<file path="config.mk">
export PLATFORM = sky130hd
export DESIGN_NAME = pair_keyed_entry_table_flat
export DESIGN_NICKNAME = d
export VERILOG_FILES = /design/src/rtl/core/pket_pkg.sv /design/src/rtl/core/pket_req_if.sv /design/src/rtl/core/pket_rsp_if.sv /design/src/rtl/core/pket_store.sv /design/src/rtl/core/pket_ctrl.sv /design/src/rtl/core/pair_keyed_entry_table.sv /design/src/flat_wrapper.sv
export SDC_FILE = /design/constraint.sdc
export NUM_CORES = 2
export LEC_CHECK = 0
export BUFFER_PORTS_ARGS = -buffer_cell sky130_fd_sc_hd__buf_4
export CORE_MARGIN = 4
export CORE_UTILIZATION = 24
export CTS_BUF_LIST = sky130_fd_sc_hd__clkbuf_8
export DETAILED_ROUTE_END_ITERATION = 8
export GPL_ROUTABILITY_DRIVEN = 0
export HOLD_SLACK_MARGIN = 0.02
export PLACE_DENSITY = 0.4
export SYNTH_ARGS = -nofsm -noshare
export SYNTH_HDL_FRONTEND = slang
export SYNTH_SLANG_ARGS = --single-unit
</file>
<file path="constraint.sdc">
create_clock -name clock -period 31.7 [get_ports clock]
set_input_delay 6.34 -clock clock [delete_from_list [all_inputs] [get_ports clock]]
set_output_delay 6.34 -clock clock [all_outputs]
set_load 0.01 [all_outputs]
</file>
<file path="src/rtl/core/pket_pkg.sv">
// ---------------------------------------------------------------------------
// pket_pkg
// shared types and codes of the pair keyed entry table
// ---------------------------------------------------------------------------
`default_nettype none

package pket_pkg;

   localparam int ID_W     = 64;
   localparam int STATUS_W = 8;
   localparam int KNUM_W   = 32;
   localparam int KMAT_W   = 64;
   localparam int SLOT_W   = 4;
   localparam int OUTCOME_W = 2;

   localparam logic FUNC_WRITE = 1'b0;
   localparam logic FUNC_READ  = 1'b1;

   localparam logic [OUTCOME_W-1:0] OUTCOME_DONE      = 2'd0;
   localparam logic [OUTCOME_W-1:0] OUTCOME_NO_SPACE  = 2'd1;
   localparam logic [OUTCOME_W-1:0] OUTCOME_NOT_FOUND = 2'd2;

   typedef struct packed {
      logic [ID_W-1:0]     client;
      logic [ID_W-1:0]     server;
      logic [STATUS_W-1:0] status;
      logic [KNUM_W-1:0]   key_number;
      logic [KMAT_W-1:0]   key_material;
   } entry_type;

   typedef enum logic [1:0] {
      ST_IDLE,
      ST_SCAN,
      ST_FINISH
   } state_type;

endpackage

`default_nettype wire

</file>
<file path="src/rtl/core/pket_req_if.sv">
// ---------------------------------------------------------------------------
// pket_req_if
// request channel: valid/ready handshake with the request fields
// ---------------------------------------------------------------------------
`default_nettype none

interface pket_req_if;
   logic        valid;
   logic        ready;
   logic        func;
   logic [63:0] client_id;
   logic [63:0] server_id;
   logic [7:0]  entry_status;
   logic [31:0] key_number;
   logic [63:0] key_material;

   modport source (
      output valid, func, client_id, server_id, entry_status, key_number, key_material,
      input  ready
   );
   modport sink (
      input  valid, func, client_id, server_id, entry_status, key_number, key_material,
      output ready
   );
endinterface

`default_nettype wire

</file>
<file path="src/rtl/core/pket_rsp_if.sv">
// ---------------------------------------------------------------------------
// pket_rsp_if
// response channel: valid/ready handshake with the result fields
// ---------------------------------------------------------------------------
`default_nettype none

interface pket_rsp_if;
   logic        valid;
   logic        ready;
   logic [1:0]  outcome;
   logic [3:0]  slot_used;
   logic [7:0]  read_status;
   logic [31:0] read_key_number;
   logic [63:0] read_key_material;

   modport source (
      output valid, outcome, slot_used, read_status, read_key_number, read_key_material,
      input  ready
   );
   modport sink (
      input  valid, outcome, slot_used, read_status, read_key_number, read_key_material,
      output ready
   );
endinterface

`default_nettype wire

</file>
<file path="src/rtl/core/pket_store.sv">
// ---------------------------------------------------------------------------
// pket_store
// entry memory with one write port, one registered read port and per-entry
// valid bits; an entry never written since reset reads as all zero
// ---------------------------------------------------------------------------
`default_nettype none

module pket_store #(
   parameter int TABLE_ENTRIES = 16,
   parameter int IDX_W         = 4
) (
   input  wire logic               clock,
   input  wire logic               reset,
   input  wire logic               rd_en,
   input  wire logic [IDX_W-1:0]   rd_addr,
   output pket_pkg::entry_type     rd_entry,
   input  wire logic               wr_en,
   input  wire logic [IDX_W-1:0]   wr_addr,
   input  wire pket_pkg::entry_type wr_entry
);
   import pket_pkg::*;

   entry_type                  mem_ff [TABLE_ENTRIES];
   logic [TABLE_ENTRIES-1:0]   valid_ff;
   logic [TABLE_ENTRIES-1:0]   valid_in;
   entry_type                  rd_data_ff;
   logic                       rd_valid_ff;
   logic                       rd_valid_in;

   always_comb begin
      valid_in = valid_ff;
      if (wr_en) begin
         valid_in[wr_addr] = 1'b1;
      end
      rd_valid_in = rd_valid_ff;
      if (rd_en) begin
         rd_valid_in = valid_ff[rd_addr];
      end
   end

   always_ff @(posedge clock) begin
      if (wr_en) begin
         mem_ff[wr_addr] <= wr_entry;
      end
      if (rd_en) begin
         rd_data_ff <= mem_ff[rd_addr];
      end
   end

   always_ff @(posedge clock) begin
      if (reset) begin
         valid_ff    <= '0;
         rd_valid_ff <= 1'b0;
      end else begin
         valid_ff    <= valid_in;
         rd_valid_ff <= rd_valid_in;
      end
   end

   assign rd_entry = rd_valid_ff ? rd_data_ff : '0;

endmodule

`default_nettype wire

</file>
<file path="src/rtl/core/pket_ctrl.sv">
// ---------------------------------------------------------------------------
// pket_ctrl
// scan sequencer: walks the entries one per cycle through a shared compare
// unit, then writes back the entry of a write request and registers the result
// ---------------------------------------------------------------------------
`default_nettype none

module pket_ctrl #(
   parameter int TABLE_ENTRIES = 16,
   parameter int IDX_W         = 4,
   parameter int CNT_W         = 5
) (
   input  wire logic               clock,
   input  wire logic               reset,
   pket_req_if.sink                req_bus,
   pket_rsp_if.source              rsp_bus,
   output logic                    rd_en,
   output logic [IDX_W-1:0]        rd_addr,
   input  wire pket_pkg::entry_type rd_entry,
   output logic                    wr_en,
   output logic [IDX_W-1:0]        wr_addr,
   output pket_pkg::entry_type     wr_entry
);
   import pket_pkg::*;

   localparam logic [IDX_W-1:0] LAST_IDX  = IDX_W'(TABLE_ENTRIES - 1);
   localparam logic [CNT_W-1:0] CNT_LIMIT = CNT_W'(TABLE_ENTRIES);

   state_type              state_ff, state_in;
   logic                   func_ff, func_in;
   entry_type              req_ff, req_in;
   logic [CNT_W-1:0]       cnt_ff, cnt_in;
   logic                   cmp_vld_ff, cmp_vld_in;
   logic [IDX_W-1:0]       cmp_idx_ff, cmp_idx_in;
   logic                   hit_ff, hit_in;
   logic [IDX_W-1:0]       hit_idx_ff, hit_idx_in;
   entry_type              hit_data_ff, hit_data_in;
   logic                   free_ff, free_in;
   logic [IDX_W-1:0]       free_idx_ff, free_idx_in;
   logic                   rsp_vld_ff, rsp_vld_in;
   logic [OUTCOME_W-1:0]   outcome_ff, outcome_in;
   logic [SLOT_W-1:0]      slot_ff, slot_in;
   entry_type              rdat_ff, rdat_in;

   logic                   accept;
   logic                   issue;
   logic                   load;
   logic                   is_match;
   logic                   is_free;
   logic                   scan_done;
   logic                   out_free;
   logic                   can_write;
   logic [IDX_W-1:0]       target_idx;

   // shared compare unit
   assign is_match  = (rd_entry.client == req_ff.client) && (rd_entry.server == req_ff.server);
   assign is_free   = (rd_entry == '0);
   assign scan_done = cmp_vld_ff && (is_match || (cmp_idx_ff == LAST_IDX));
   assign out_free  = !rsp_vld_ff || rsp_bus.ready;
   assign target_idx = hit_ff ? hit_idx_ff : free_idx_ff;
   assign can_write  = hit_ff || free_ff;

   // next state
   always_comb begin
      state_in = state_ff;
      case (state_ff)
         ST_IDLE: begin
            if (req_bus.valid) begin
               state_in = ST_SCAN;
            end
         end
         ST_SCAN: begin
            if (scan_done) begin
               state_in = ST_FINISH;
            end
         end
         ST_FINISH: begin
            if (out_free) begin
               state_in = ST_IDLE;
            end
         end
         default: state_in = ST_IDLE;
      endcase
   end

   // outputs of the sequencer
   always_comb begin
      req_bus.ready = 1'b0;
      issue         = 1'b0;
      load          = 1'b0;
      wr_en         = 1'b0;
      case (state_ff)
         ST_IDLE: begin
            req_bus.ready = 1'b1;
         end
         ST_SCAN: begin
            issue = (cnt_ff < CNT_LIMIT);
         end
         ST_FINISH: begin
            load  = out_free;
            wr_en = out_free && (func_ff == FUNC_WRITE) && can_write;
         end
         default: begin
            req_bus.ready = 1'b0;
         end
      endcase
   end

   assign accept   = req_bus.valid && req_bus.ready;
   assign rd_en    = issue;
   assign rd_addr  = cnt_ff[IDX_W-1:0];
   assign wr_addr  = target_idx;
   assign wr_entry = req_ff;

   // datapath
   always_comb begin
      func_in     = func_ff;
      req_in      = req_ff;
      cnt_in      = cnt_ff;
      cmp_vld_in  = issue;
      cmp_idx_in  = cnt_ff[IDX_W-1:0];
      hit_in      = hit_ff;
      hit_idx_in  = hit_idx_ff;
      hit_data_in = hit_data_ff;
      free_in     = free_ff;
      free_idx_in = free_idx_ff;
      rsp_vld_in  = rsp_vld_ff;
      outcome_in  = outcome_ff;
      slot_in     = slot_ff;
      rdat_in     = rdat_ff;

      if (accept) begin
         func_in             = req_bus.func;
         req_in.client       = req_bus.client_id;
         req_in.server       = req_bus.server_id;
         req_in.status       = req_bus.entry_status;
         req_in.key_number   = req_bus.key_number;
         req_in.key_material = req_bus.key_material;
         cnt_in              = '0;
         hit_in              = 1'b0;
         free_in             = 1'b0;
      end

      if (issue) begin
         cnt_in = cnt_ff + 1'b1;
      end

      if ((state_ff == ST_SCAN) && cmp_vld_ff) begin
         if (is_match && !hit_ff) begin
            hit_in      = 1'b1;
            hit_idx_in  = cmp_idx_ff;
            hit_data_in = rd_entry;
         end
         if (is_free && !free_ff) begin
            free_in     = 1'b1;
            free_idx_in = cmp_idx_ff;
         end
      end

      if (load) begin
         rsp_vld_in = 1'b1;
         outcome_in = OUTCOME_DONE;
         slot_in    = '0;
         rdat_in    = '0;
         if (func_ff == FUNC_WRITE) begin
            if (can_write) begin
               slot_in = SLOT_W'(target_idx);
            end else begin
               outcome_in = OUTCOME_NO_SPACE;
            end
         end else begin
            if (hit_ff) begin
               slot_in = SLOT_W'(hit_idx_ff);
               rdat_in = hit_data_ff;
            end else begin
               outcome_in = OUTCOME_NOT_FOUND;
            end
         end
      end else if (rsp_vld_ff && rsp_bus.ready) begin
         rsp_vld_in = 1'b0;
      end
   end

   always_ff @(posedge clock) begin
      if (reset) begin
         state_ff   <= ST_IDLE;
         cmp_vld_ff <= 1'b0;
         hit_ff     <= 1'b0;
         free_ff    <= 1'b0;
         rsp_vld_ff <= 1'b0;
         cnt_ff     <= '0;
      end else begin
         state_ff   <= state_in;
         cmp_vld_ff <= cmp_vld_in;
         hit_ff     <= hit_in;
         free_ff    <= free_in;
         rsp_vld_ff <= rsp_vld_in;
         cnt_ff     <= cnt_in;
      end
   end

   always_ff @(posedge clock) begin
      func_ff     <= func_in;
      req_ff      <= req_in;
      cmp_idx_ff  <= cmp_idx_in;
      hit_idx_ff  <= hit_idx_in;
      hit_data_ff <= hit_data_in;
      free_idx_ff <= free_idx_in;
      outcome_ff  <= outcome_in;
      slot_ff     <= slot_in;
      rdat_ff     <= rdat_in;
   end

   assign rsp_bus.valid             = rsp_vld_ff;
   assign rsp_bus.outcome           = outcome_ff;
   assign rsp_bus.slot_used         = slot_ff;
   assign rsp_bus.read_status       = rdat_ff.status;
   assign rsp_bus.read_key_number   = rdat_ff.key_number;
   assign rsp_bus.read_key_material = rdat_ff.key_material;

endmodule

`default_nettype wire

</file>
<file path="src/rtl/core/pair_keyed_entry_table.sv">
// ---------------------------------------------------------------------------
// pair_keyed_entry_table
// table of entries keyed by a client and server identifier pair
// ---------------------------------------------------------------------------
// A request either writes an entry (updating the first one whose identifiers
// match, else filling the first all-zero one) or reads the first matching
// entry. Every request is answered by exactly one response. The entries are
// scanned one per cycle through a single compare unit fed by the memory read
// port; the scan ends at the first matching entry, or after the last entry
// when none matches. A new request is taken once the previous one has left
// the sequencer; the response sits in an output register until its transfer.
// The table reads as all zero after reset with no clearing pass.
// ---------------------------------------------------------------------------
`default_nettype none

module pair_keyed_entry_table #(
   parameter int TABLE_ENTRIES = 16
) (
   input  wire logic   clock,
   input  wire logic   reset,
   pket_req_if.sink    req_bus,
   pket_rsp_if.source  rsp_bus
);
   import pket_pkg::*;

   localparam int IDX_W = (TABLE_ENTRIES > 1) ? $clog2(TABLE_ENTRIES) : 1;
   localparam int CNT_W = $clog2(TABLE_ENTRIES + 1);

   logic               rd_en;
   logic [IDX_W-1:0]   rd_addr;
   entry_type          rd_entry;
   logic               wr_en;
   logic [IDX_W-1:0]   wr_addr;
   entry_type          wr_entry;

   pket_store #(
      .TABLE_ENTRIES (TABLE_ENTRIES),
      .IDX_W         (IDX_W)
   ) u_store (
      .clock    (clock),
      .reset    (reset),
      .rd_en    (rd_en),
      .rd_addr  (rd_addr),
      .rd_entry (rd_entry),
      .wr_en    (wr_en),
      .wr_addr  (wr_addr),
      .wr_entry (wr_entry)
   );

   pket_ctrl #(
      .TABLE_ENTRIES (TABLE_ENTRIES),
      .IDX_W         (IDX_W),
      .CNT_W         (CNT_W)
   ) u_ctrl (
      .clock    (clock),
      .reset    (reset),
      .req_bus  (req_bus),
      .rsp_bus  (rsp_bus),
      .rd_en    (rd_en),
      .rd_addr  (rd_addr),
      .rd_entry (rd_entry),
      .wr_en    (wr_en),
      .wr_addr  (wr_addr),
      .wr_entry (wr_entry)
   );

endmodule

`default_nettype wire
</file>
<file path="src/flat_wrapper.sv">
// flat-port wrapper written by rule: the top's interface ports become plain ports
module pair_keyed_entry_table_flat import pket_pkg::*;
#(
   parameter int TABLE_ENTRIES = 16
)
  (clock, reset, req_bus_valid, req_bus_func, req_bus_client_id, req_bus_server_id, req_bus_entry_status, req_bus_key_number, req_bus_key_material, req_bus_ready, rsp_bus_valid, rsp_bus_outcome, rsp_bus_slot_used, rsp_bus_read_status, rsp_bus_read_key_number, rsp_bus_read_key_material, rsp_bus_ready);
  pket_req_if req_bus_i ();
  pket_rsp_if rsp_bus_i ();
  input  wire logic clock;
  input  wire logic reset;
  input wire logic [$bits(req_bus_i.valid)-1:0] req_bus_valid;
  input wire logic [$bits(req_bus_i.func)-1:0] req_bus_func;
  input wire logic [$bits(req_bus_i.client_id)-1:0] req_bus_client_id;
  input wire logic [$bits(req_bus_i.server_id)-1:0] req_bus_server_id;
  input wire logic [$bits(req_bus_i.entry_status)-1:0] req_bus_entry_status;
  input wire logic [$bits(req_bus_i.key_number)-1:0] req_bus_key_number;
  input wire logic [$bits(req_bus_i.key_material)-1:0] req_bus_key_material;
  output wire logic [$bits(req_bus_i.ready)-1:0] req_bus_ready;
  output wire logic [$bits(rsp_bus_i.valid)-1:0] rsp_bus_valid;
  output wire logic [$bits(rsp_bus_i.outcome)-1:0] rsp_bus_outcome;
  output wire logic [$bits(rsp_bus_i.slot_used)-1:0] rsp_bus_slot_used;
  output wire logic [$bits(rsp_bus_i.read_status)-1:0] rsp_bus_read_status;
  output wire logic [$bits(rsp_bus_i.read_key_number)-1:0] rsp_bus_read_key_number;
  output wire logic [$bits(rsp_bus_i.read_key_material)-1:0] rsp_bus_read_key_material;
  input wire logic [$bits(rsp_bus_i.ready)-1:0] rsp_bus_ready;
  assign req_bus_i.valid = req_bus_valid;
  assign req_bus_i.func = req_bus_func;
  assign req_bus_i.client_id = req_bus_client_id;
  assign req_bus_i.server_id = req_bus_server_id;
  assign req_bus_i.entry_status = req_bus_entry_status;
  assign req_bus_i.key_number = req_bus_key_number;
  assign req_bus_i.key_material = req_bus_key_material;
  assign req_bus_ready = req_bus_i.ready;
  assign rsp_bus_valid = rsp_bus_i.valid;
  assign rsp_bus_outcome = rsp_bus_i.outcome;
  assign rsp_bus_slot_used = rsp_bus_i.slot_used;
  assign rsp_bus_read_status = rsp_bus_i.read_status;
  assign rsp_bus_read_key_number = rsp_bus_i.read_key_number;
  assign rsp_bus_read_key_material = rsp_bus_i.read_key_material;
  assign rsp_bus_i.ready = rsp_bus_ready;
  pair_keyed_entry_table #(.TABLE_ENTRIES(TABLE_ENTRIES)) u_core (.clock(clock), .reset(reset), .req_bus(req_bus_i), .rsp_bus(rsp_bus_i));
endmodule
</file>
==> impl_metrics.py <==
metrics = {
    "status": {
        "status": "finished, final reports clean",
    },
    "yosys": {
        "synth_area_leaders": "edfxtp_1 (80%), mux4_2 (15%), clkbuf_1 (0.40%), and2_1 (0.39%), and3_1 (0.39%)",
        "syn_nets": 7197,
        "synth_area_sq_um": 166000,
        "ys.flop_type": "edfxtp_1",
        "synth_edf_count": 4399,
        "async_flop_share": 0,
        "ys_seq_area_frac": 0.800,
        "yosysMostFrequentCell": "edfxtp_1",
        "synth_common_cells": "edfxtp_1 (4399), mux4_2 (1120), clkbuf_1 (176)",
        "synth_seq_cells": 4431,
        "syn_inst": 6959,
        "synth.top_cell.area_share": 0.796,
        "ys_warn_count": 0,
        "avgSynthCellArea_sq_um": 23.9,
        "yosys.area.top_type": "edfxtp_1",
        "ys_types": 43,
    },
    "global_routing": {
        "grt_overflow": 0,
        "grt_pass1_vias": 82700,
        "grt_pass1_wl_mm": 687,
        "grt_usage": 0.138,
        "antenna_found_initial": 77,
        "grt_max_degree": 115,
    },
    "finish": {
        "fin_util": 0.283,
        "n_fill_cell": 67600,
        "layout.nets": 8207,
        "fin_cells": 17800,
        "drive_above_1_share": 0.313,
        "syn_to_final_growth_pct": 17.6,
    },
    "sta": {
        "fin_crit_sh": 0.332,
        "final.min_clock_period_ns": 10.54,
        "worstMarginPinSlew_ns": 1.41,
        "relSlewSlack": 0.0596,
        "fmax_mhz": 94.9,
        "setup_tns_ns": 0,
        "rsz0062_at_grt": "false",
        "skew_ns": 0.166,
        "hold_viol": 0,
        "slew_viol_final": 0,
        "setup_violations": 0,
    },
    "power_and_ir_drop": {
        "leakagePower_nw": 59.6,
        "pwr_density_cell_nw_per_um2": 61.0,
        "ir_drop_uv": 39.1,
    },
    "critical_path": {
        "critPathArrivalTime_ns": 11.31,
        "required_ns": 32.47,
        "critical_path_class": "in -> reg",
        "reg2reg_slack_ns": 24.27,
        "worstPathMaxFanout": 50,
        "end_kind": "flip-flop",
        "startpoint_type": "input pin",
    },
    "drt": {
        "drt_iter0_markers": 6933,
        "vias_per_cell": 4.39,
        "finalWirelength_mm": 503,
        "vias": 78100,
        "wl_per_cell_um": 28.3,
        "postRouteAntennaNets": 0,
        "dr.pass1.iters": 5,
        "drc": 0,
    },
    "clock_network": {
        "cts_buffers": 757,
        "path_clk_slew_ns": 0.06,
        "cts_root_buf": "clkbuf_8",
        "hold_buffers": 0,
        "worstSkewPairLatency_ns": 1.29,
        "post-cts-setup-buffers": 0,
        "cts_sinks": 4431,
        "cts_tree": "built",
        "cts_buffer_depth": 4,
        "post_cts_resized": 0,
        "htree_levels": 6,
    },
    "placement": {
        "numPortBuffers": 348,
        "placed_cells_incl_taps": 16400,
        "hpwl_mm": 296,
    },
    "floorplan": {
        "core_sq_um": 690000,
        "die_x_um": 840,
        "dieArea_sq_um": 705000,
        "die_y_um": 840,
        "rows": 305,
        "ios": 349,
        "initial_core_util": 0.241,
    },
    "worst_hold_path": {
        "hold_class": "reg -> reg",
    },
    "job": {
        "cap_violations": 0,
    },
}
-- cell families after synthesis --
group,synth area share
DFF,0.800
muxes,0.155
and+or+nand+nor,0.0227
buffers and inverters,0.00890
AOI/OAI and AO/OA,0.0108
xor gates and xnor gates,0.00338
adders and majority gates,0.0000754
-- worst paths after layout --
path / end / from / depth (start not counted)
worst max register to register: u_core.u_ctrl.hit_data_ff[100]$_DFFE_PP_ / u_core.u_store.rd_valid_ff$_SDFFE_PP0P_ / 11
worst min-delay path: u_core.u_ctrl.hit_idx_ff[2]$_DFFE_PP_ / u_core.u_ctrl.cmp_idx_ff[2]$_DFF_P_ / 0
worst min register to register: u_core.u_ctrl.hit_idx_ff[2]$_DFFE_PP_ / u_core.u_ctrl.cmp_idx_ff[2]$_DFF_P_ / 0
worst max-delay path: u_core.u_store.mem_ff[0][186]$_DFFE_PP_ / rsp_bus_ready / 11
-- sequential cells by signal, summed over array words and instances, names as in the netlist --
name,flops
u_core.u_ctrl.wr_entry,232
u_core.u_ctrl.func_ff,1
u_core.u_ctrl.rsp_bus.read_status,8
u_core.u_ctrl.hit_ff,1
u_core.u_ctrl.rsp_bus.slot_used,4
u_core.u_ctrl.cmp_vld_ff,1
u_core.u_store.rd_valid_ff,1
u_core.u_ctrl.hit_idx_ff,4
u_core.u_ctrl.free_idx_ff,4
u_core.u_store.mem_ff,3712
u_core.u_ctrl.hit_data_ff,104
u_core.u_ctrl.rsp_bus.outcome,2
u_core.u_ctrl.state_ff,2
u_core.u_store.rd_data_ff,232
u_core.u_ctrl.cmp_idx_ff,4
u_core.u_ctrl.free_ff,1
u_core.u_ctrl.rsp_bus.valid,1
u_core.u_ctrl.cnt_ff,5
u_core.u_ctrl.rsp_bus.read_key_number,32
u_core.u_ctrl.rsp_bus.read_key_material,64
u_core.u_store.valid_ff,16
-- power by group --
part           switching [mW]  internal (mW)
sequential              0.104           6.48
clock                    2.44           2.49
combinational           0.214          0.173
total                    2.76           9.15
-- routing by layer --
metal  vias up  part of all wire  global-route usage
li1      32100                 -                   -
met1     43000              0.44               0.188
met2      2364              0.48               0.225
met3       696             0.065              0.0329
met4        36             0.021              0.0314
met5         -           0.00041                   0
-- metrics by stage --
step | hold WS (ns) | setup slack (ns) | area, sq um | total power [mW]
after CTS | 0.453 | 21.28 | 195000 | 12.1
after global placement | 0.435 | 19.84 | 181000 | 7.11
after floorplan | 0.347 | 9.02 | 166000 | 6.89
after global routing | 0.471 | 21.06 | 195000 | 12.4
after detailed placement | 0.439 | 19.95 | 181000 | 7.11
final | 0.445 | 21.16 | 195000 | 11.9
-- cell usage in the layout (no fill, tap or decap), drive strengths merged, types with 3 or more instances in the layout --
| master | Yosys | final |
|---|---|---|
| o31ai | 3 | 3 |
| clkbuf | 176 | 761 |
| dfxtp | 32 | 32 |
| nor2 | 128 | 128 |
| nand2 | 13 | 13 |
| buf | 162 | 589 |
| bufinv | 0 | 27 |
| nand3 | 69 | 69 |
| a21oi | 117 | 117 |
| and2 | 104 | 104 |
| nand2b | 5 | 5 |
| mux4 | 1120 | 1120 |
| inv | 7 | 297 |
| clkinv | 0 | 279 |
| nor4 | 77 | 77 |
| a211oi | 45 | 45 |
| clkinvlp | 0 | 7 |
| nand4 | 20 | 20 |
| o22ai | 65 | 65 |
| diode | 0 | 17 |
| nor2b | 47 | 47 |
| nand4b | 64 | 64 |
| mux2i | 45 | 45 |
| nor3 | 5 | 5 |
| xor2 | 64 | 64 |
| edfxtp | 4399 | 4399 |
| and3 | 104 | 104 |
| o21ai | 69 | 69 |
-- worst max-delay path: stages --
cell and delay [ns]:
buf_4 0.07, nand2b_1 0.21, nor2b_4 0.20, nor3b_1 0.74, o21ai_0 0.30, buf_4 0.26, nor2_4 0.09, buf_4 0.55
buf_4 0.64, buf_4 0.73, buf_4 0.88
-- area by class of cell --
class	count	area [sq um]	share of cell area
diodes	17	42.5	0.000218
clock buffers	761	10500	0.0536
clock inverters	603	3780	0.0194
inverters	7	41.3	0.000211
multi-input cells	2183	32000	0.164
flip-flops and latches	4431	133000	0.680
well taps	9210	11500	0.0590
repair buffers	589	4650	0.0238
(Power assumes the default switching activity.)
